[src/rtl/core/hjmc_pkg.sv]
// Shared types and constants for the hash join match counter.
`default_nettype none

package hjmc_pkg;

    // Field widths fixed by the transaction format
    localparam int KEY_W     = 64;
    localparam int CMD_W     = 2;
    localparam int MATCH_W   = 11;
    localparam int TOTAL_W   = 48;

    localparam logic [TOTAL_W-1:0] TOTAL_MAX = {TOTAL_W{1'b1}};

    // Command codes; the fourth code is unused and changes nothing
    typedef enum logic [CMD_W-1:0] {
        CMD_BUILD = 2'd0,
        CMD_PROBE = 2'd1,
        CMD_CLEAR = 2'd2
    } cmd_t;

    // Control part of a token that travels down the cell chain
    typedef struct packed {
        logic valid;
        cmd_t cmd;
        logic full;
    } tok_ctl_t;

endpackage : hjmc_pkg

`default_nettype wire

[src/rtl/core/hjmc_cell.sv]
// One table cell: holds one stored key, counts probe hits, passes tokens on.
`default_nettype none

module hjmc_cell #(
    parameter int CAPACITY = 1024,
    parameter int CELL_IDX = 0
) (
    input  wire                                   clk,
    input  wire                                   rst_n,
    input  wire                                   advance,
    input  hjmc_pkg::tok_ctl_t                    ctl_in,
    input  wire  [hjmc_pkg::KEY_W-1:0]            key_in,
    input  wire  [$clog2(CAPACITY)-1:0]           idx_in,
    input  wire  [$clog2(CAPACITY+1)-1:0]         cnt_in,
    output hjmc_pkg::tok_ctl_t                    ctl_out,
    output logic [hjmc_pkg::KEY_W-1:0]            key_out,
    output logic [$clog2(CAPACITY)-1:0]           idx_out,
    output logic [$clog2(CAPACITY+1)-1:0]         cnt_out
);

    localparam int IDX_W = $clog2(CAPACITY);
    localparam int CNT_W = $clog2(CAPACITY+1);

    logic [hjmc_pkg::KEY_W-1:0] key_reg;
    logic                       used_reg;
    logic                       used_next;
    logic                       write_en;
    logic                       hit;
    hjmc_pkg::tok_ctl_t         ctl_reg;
    logic [hjmc_pkg::KEY_W-1:0] tkey_reg;
    logic [IDX_W-1:0]           idx_reg;
    logic [CNT_W-1:0]           cnt_reg;
    logic [CNT_W-1:0]           cnt_next;

    // Cell update: build token aimed here stores, clear token empties
    always_comb
    begin
        used_next = used_reg;
        write_en  = 1'b0;
        hit       = 1'b0;
        cnt_next  = cnt_in;
        if (ctl_in.valid)
        begin
            case (ctl_in.cmd)
                hjmc_pkg::CMD_BUILD:
                begin
                    if (!ctl_in.full && idx_in == IDX_W'(CELL_IDX))
                    begin
                        write_en  = 1'b1;
                        used_next = 1'b1;
                    end
                end
                hjmc_pkg::CMD_PROBE:
                begin
                    hit = used_reg && (key_reg == key_in);
                end
                hjmc_pkg::CMD_CLEAR:
                begin
                    used_next = 1'b0;
                end
                default:
                begin
                    used_next = used_reg;
                end
            endcase
        end
        if (hit)
        begin
            cnt_next = cnt_in + CNT_W'(1);
        end
    end

    // Occupancy and token control
    always_ff @(posedge clk or negedge rst_n)
    begin
        if (!rst_n)
        begin
            used_reg <= 1'b0;
            ctl_reg  <= '0;
        end
        else if (advance)
        begin
            used_reg <= used_next;
            ctl_reg  <= ctl_in;
        end
    end

    // Stored key and token payload
    always_ff @(posedge clk)
    begin
        if (advance)
        begin
            if (write_en)
            begin
                key_reg <= key_in;
            end
            tkey_reg <= key_in;
            idx_reg  <= idx_in;
            cnt_reg  <= cnt_next;
        end
    end

    assign ctl_out = ctl_reg;
    assign key_out = tkey_reg;
    assign idx_out = idx_reg;
    assign cnt_out = cnt_reg;

endmodule : hjmc_cell

`default_nettype wire

[config.mk]
export PLATFORM = sky130hd
export DESIGN_NAME = hjmc_cell
export DESIGN_NICKNAME = d
export VERILOG_FILES = /design/src/rtl/core/hjmc_pkg.sv /design/src/rtl/core/hjmc_cell.sv
export SDC_FILE = /design/constraint.sdc
export NUM_CORES = 1
export LEC_CHECK = 0
export BUFFER_PORTS_ARGS = -buffer_cell sky130_fd_sc_hd__buf_2
export CAP_MARGIN = 20
export CORE_MARGIN = 5
export CORE_UTILIZATION = 35
export DETAILED_ROUTE_END_ITERATION = 12
export PLACE_DENSITY_LB_ADDON = 0.25
export RECOVER_POWER = 50
export SYNTH_ARGS = -nofsm -noshare
export SYNTH_HDL_FRONTEND = slang
export SYNTH_SLANG_ARGS = --single-unit
[constraint.sdc]
create_clock -name clk -period 5.1 [get_ports clk]
set_clock_uncertainty 0.1 [all_clocks]
set_input_delay 0.765 -clock clk [delete_from_list [all_inputs] [get_ports clk]]
set_output_delay 0.765 -clock clk [all_outputs]
set_load 0.005 [all_outputs]
Yosys cells after proc, flatten, opt, wreduce, memory -nomap -nowiden
Index checks and enable logic that the tools add are counted.

Add/subtract/negate cells: 1. Equality and inequality tests: 4. Multiplexer cells: 8. Reduce and logical (&&, ||, !) cells: 8.

Operators with widths (number): equality test 64 bit (1); adder 11 x 1 -> 11 bit, second input constant (1); two-way mux 11 bit (1); zero test 10 bit (1); two-way mux 1 bit (6); AND reduction 4 bit (1); equality test 2 x 1 -> 1 bit, second input constant (1); equality test 2 bit, second input constant (1); logical AND 1 bit (2); zero test 2 bit (1); != test 2 bit, second input constant (1); one-hot mux 1 bit (2 select lines) (1); AND reduction 2 bit (1); nonzero test 2 bit (1); zero test 1 bit (1).

Flip-flop bits (word level): 154. Input port bits: 92. Logic and storage cells: 29.

Longest topological paths before layout
Depth in word-level cells: 6. Mapped depth: 7. Gate-level depth less buffers: 7.

Worst setup path after synthesis
No wires, ideal clock.

Path type: input port to flip-flop. Start point: in idx_in[1]. End point: reg key_reg[0] in the netlist's numbering, enable pin. Library setup time: 0.486 ns. Data arrival time: 3.850 ns. Required time: 4.514 ns. Path slack: 0.663 ns. Stages: 3. Buffers on the path: 0. Cell sequence: nor4_1 -> nand4_1 -> nor2_1.

Longest elaborated chain between the ends: 6.

RTL lines: start, declared (line hjmc_cell.sv:13) `input wire [$clog2(CAPACITY)-1:0] idx_in,`; zero test 10 bit (line hjmc_cell.sv:47) `if (!ctl_in.full && idx_in == IDX_W'(CELL_IDX))`; logical AND 1 bit (line hjmc_cell.sv:47); two-way mux 1 bit (line hjmc_cell.sv:47); two-way mux 1 bit (line hjmc_cell.sv:44) `case (ctl_in.cmd)`; two-way mux 1 bit (line hjmc_cell.sv:42) `if (ctl_in.valid)`; AND reduction 2 bit (no source line); end signal, assigned (line hjmc_cell.sv:95) `key_reg <= key_in;`; end, declared (line hjmc_cell.sv:24) `logic [hjmc_pkg::KEY_W-1:0] key_reg;`.

Every way passes these cells. A chain may end at the register's enable or synchronous reset.

Worst setup path in the final report
Start point: in key_in[7] in the netlist's numbering. End point: reg cnt_reg[1] (netlist: cnt_out[1]), data pin.

Longest elaborated chain between the ends: 5.

RTL lines: start, declared (line hjmc_cell.sv:12) `input wire [hjmc_pkg::KEY_W-1:0] key_in,`; equality test 64 bit (line hjmc_cell.sv:55) `hit = used_reg && (key_reg == key_in);`; logical AND 1 bit (line hjmc_cell.sv:55); two-way mux 1 bit (line hjmc_cell.sv:44); two-way mux 1 bit (line hjmc_cell.sv:42); two-way mux 11 bit (line hjmc_cell.sv:67) `if (hit)`; net cnt_next[1] (line hjmc_cell.sv:33) `logic [CNT_W-1:0] cnt_next;`; end signal, assigned (line hjmc_cell.sv:99) `cnt_reg <= cnt_next;`; end, declared (line hjmc_cell.sv:32) `logic [CNT_W-1:0] cnt_reg;`.

The timed path passes the listed nets, and every way through them passes these cells.

==> impl_metrics.csv <==
group,metric,value,unit
place,dp_hpwl,8840,um
detailed_routing,drc,0,
logic_synthesis,ys_warn_count,0,
die,placementRows,46,
global_route,grt_pass1_vias,3421,
power_and_ir_drop,peakVddDrop,0.205,mV
clock_network,cts_tree,"yes",
global_route,antenna_found_initial,0,
logic_synthesis,synth_simple_gate_area_frac,0.0664,
die,die-area,19000,um^2
detailed_routing,wl_per_cell,16.1,um
logic_synthesis,syn_inst,310,
clock_network,cts_sinks,154,
clock_network,cts-root-buf,"clkbuf_16",
timing,fin_ws,2.41,ns
worst_setup_path,crit_required,5.16,ns
timing,tightest_slew,0.597,ns
logic_synthesis,synth_mux_area_frac,0.00852,
clock_network,clk_pin_slew,0.06,ns
timing,hold_viol_final,0,
worst_setup_path,cp-end-kind,"flop",
clock_network,cts_setup_buffers,0,
timing,setup_viol,0,
clock_network,cts_buffer_depth,2,
power_and_ir_drop,powerDensity,394,nW/um^2
flow_run,drv_cap,0,
timing,layout_min_cycle_time,2.69,ns
detailed_routing,first_pass_iters,4,
place,gp_congestion,0.722,
cells_and_area,synthToLayoutAreaGrowth,30.3,%
cells_and_area,n_fill_cell,1483,
cells_and_area,stdcell_count,740,
global_route,gr-total-overflow,0,
place,dpl-instance-area,6930,um^2
detailed_routing,routed_via_density,4.49,
logic_synthesis,synth_xor_area_frac,0.0887,
logic_synthesis,syn-cell-area,5730,um^2
clock_network,post_cts_resized,0,
logic_synthesis,ys_seq_area_frac,0.803,
place,dp_slack,1.96,ns
global_route,grt_first_pass_wirelength,17800,um
die,coreArea,16000,um^2
logic_synthesis,synth_top_family_by_area,"XOR/XNOR gates",
timing,finalCritPeriodShare,0.528,
detailed_routing,vias,3321,
global_route,grt_use_total,0.126,
die,die_h,138,um
timing,slew_violations,0,
clock_network,h-tree-depth,4,
timing,fin_setup_tns,0,ns
cells_and_area,nets,604,
detailed_routing,wirelength,11900,um
logic_synthesis,synth_fa_ha_area_frac,0.00218,
worst_setup_path,path_max_fanout,10,
power_and_ir_drop,leakage,0.00269,uW
worst_setup_path,start_kind,"input pin",
worst_setup_path,critical_path_class,"in2reg",
timing,fmax,371,MHz
power_and_ir_drop,finalPower,2940,uW
place,dpl.cell_count,708,
die,io_pins,181,
hold_path,hp-class,"in2async",
logic_synthesis,ys_ff_latch,154,
detailed_routing,drtAntennaViolNets,0,
timing,slew_headroom,0.602,
die,die_w,138,um
logic_synthesis,yosysUniqueCellTypes,30,
place,io_buffers,180,
outcome,status,"completed",
logic_synthesis,synth_nets,403,
cells_and_area,antennaDiodeCount,0,
clock_network,clock_latency,0.41,ns
logic_synthesis,synth_compound_area_frac,0.0203,
global_route,grt_start_max_net_pins,47,
cells_and_area,drive_above_1_share,0.284,
logic_synthesis,syn_area_per_cell,18.5,um^2
clock_network,hold_buffers,0,
worst_setup_path,arrival,2.76,ns
die,initial_core_util,0.358,
timing,rsz0062_at_grt,"no",
cells_and_area,final_cell_area,7460,um^2
detailed_routing,drt_iter0_drc,141,
clock_network,cts_inserted_buffers,17,
placed cells by master, fill, tap and decap left out, drive strengths merged:
cell type	Yosys	final
nor3	3	3
xnor2	34	34
clkinvlp	0	4
o21ai	1	1
a21oi	1	1
nor4	10	10
o2111ai	1	1
ha	1	1
nor2	6	6
bufinv	0	3
nand2b	3	3
nand3b	1	1
clkinv	0	3
a2111oi	2	2
dfrtp	5	5
clkbuf	1	96
and3	1	1
nand3	11	11
o22ai	6	6
a22oi	4	4
nand4	12	12
inv	16	18
edfxtp	149	149
buf	0	107
mux2	4	4
nor4b	1	1
xor2	24	24
nand2	3	3
and4	3	3
nor2b	7	7
worst max-delay path: stages:
cell and delay [ns]:
clkbuf_1 0.16, xnor2_1 0.14, nand4_1 0.14, nor4_1 0.52, and4_1 0.53, nand3_2 0.18
mux2_4 0.32
synth_stat cells, drive strengths merged:
cell type    n  area share
a2111oi      2      0.0052
nor2         6      0.0039
nand3b       1      0.0013
nor2b        7      0.0090
ha           1      0.0022
xor2        24       0.037
and3         1      0.0011
a22oi        4      0.0052
xnor2       34       0.052
nand4       12       0.013
o21ai        1     0.00087
o2111ai      1      0.0015
inv         16       0.010
nand2        3      0.0020
clkbuf       1     0.00065
a21oi        1     0.00087
and4         3      0.0046
nor4b        1      0.0015
nor3         3      0.0026
mux2         4      0.0085
nand3       11       0.010
o22ai        6      0.0066
nand2b       3      0.0033
edfxtp     149        0.78
dfrtp        5       0.022
nor4        10       0.014
metrics by stage:
stage	util	hold WS, ns
6_report	0.467	0.0890
5_1_grt	0.467	0.0821
4_1_cts	0.472	0.0342
3_5_place_dp	0.433	0.398
3_3_place_gp	0.433	0.386
2_1_floorplan	-	0.369
cell families after synthesis:
family / after synthesis
muxes: 4
buffers and inverters: 17
AOI/OAI and AO/OA: 15
and+or+nand+nor: 61
DFF: 154
adders and majority gates: 1
xor gates and xnor gates: 58
routing by layer:
metal / up-vias / wire length, um / share of wire / GRT usage
li1: 1590 / - / - / -
met1: 1607 / 4920 / 0.41 / 0.153
met2: 118 / 5960 / 0.50 / 0.205
met3: 6 / 950 / 0.080 / 0.0490
met4: 0 / 94 / 0.0079 / 0.0428
met5: - / 0 / 0 / 0
final cells by class:
type | instances | area (um^2) | share of cell area
clock inverters | 12 | 164 | 0.0220
clock buffers | 20 | 467 | 0.0625
repair buffers | 183 | 831 | 0.111
inverters | 16 | 60.1 | 0.00805
flip-flops and latches | 154 | 4600 | 0.616
well taps | 216 | 270 | 0.0362
multi-input cells | 139 | 1070 | 0.144
worst paths after layout:
| path | from | endpoint | slack, ns | cells past startpoint |
|---|---|---|---|---|
| max | key_in[7] | cnt_out[1]$_DFFE_PP_ | 2.41 | 7 |
| min | rst_n | used_reg$_DFFE_PN0P_ | 0.09 | 1 |
| max reg2reg | key_reg[42]$_DFFE_PP_ | cnt_out[1]$_DFFE_PP_ | 2.52 | 6 |
| min reg2reg | ctl_out[2]$_DFFE_PN0P_ | ctl_out[2]$_DFFE_PN0P_ | 0.41 | 1 |
| max in group asynchronous | rst_n | ctl_out[3]$_DFFE_PN0P_ | 4.61 | 1 |
| min in group clk | ctl_out[2]$_DFFE_PN0P_ | ctl_out[2]$_DFFE_PN0P_ | 0.41 | 1 |
where the power goes:
part / internal, uW / leakage, uW / switching (uW) / total [uW]
sequential: 1450 / 0.00147 / 13.8 / 1470
combinational: 75.3 / 0.000926 / 93.2 / 169
clock: 814 / 0.000295 / 496 / 1310
Power figures use the tool's default switching activity.
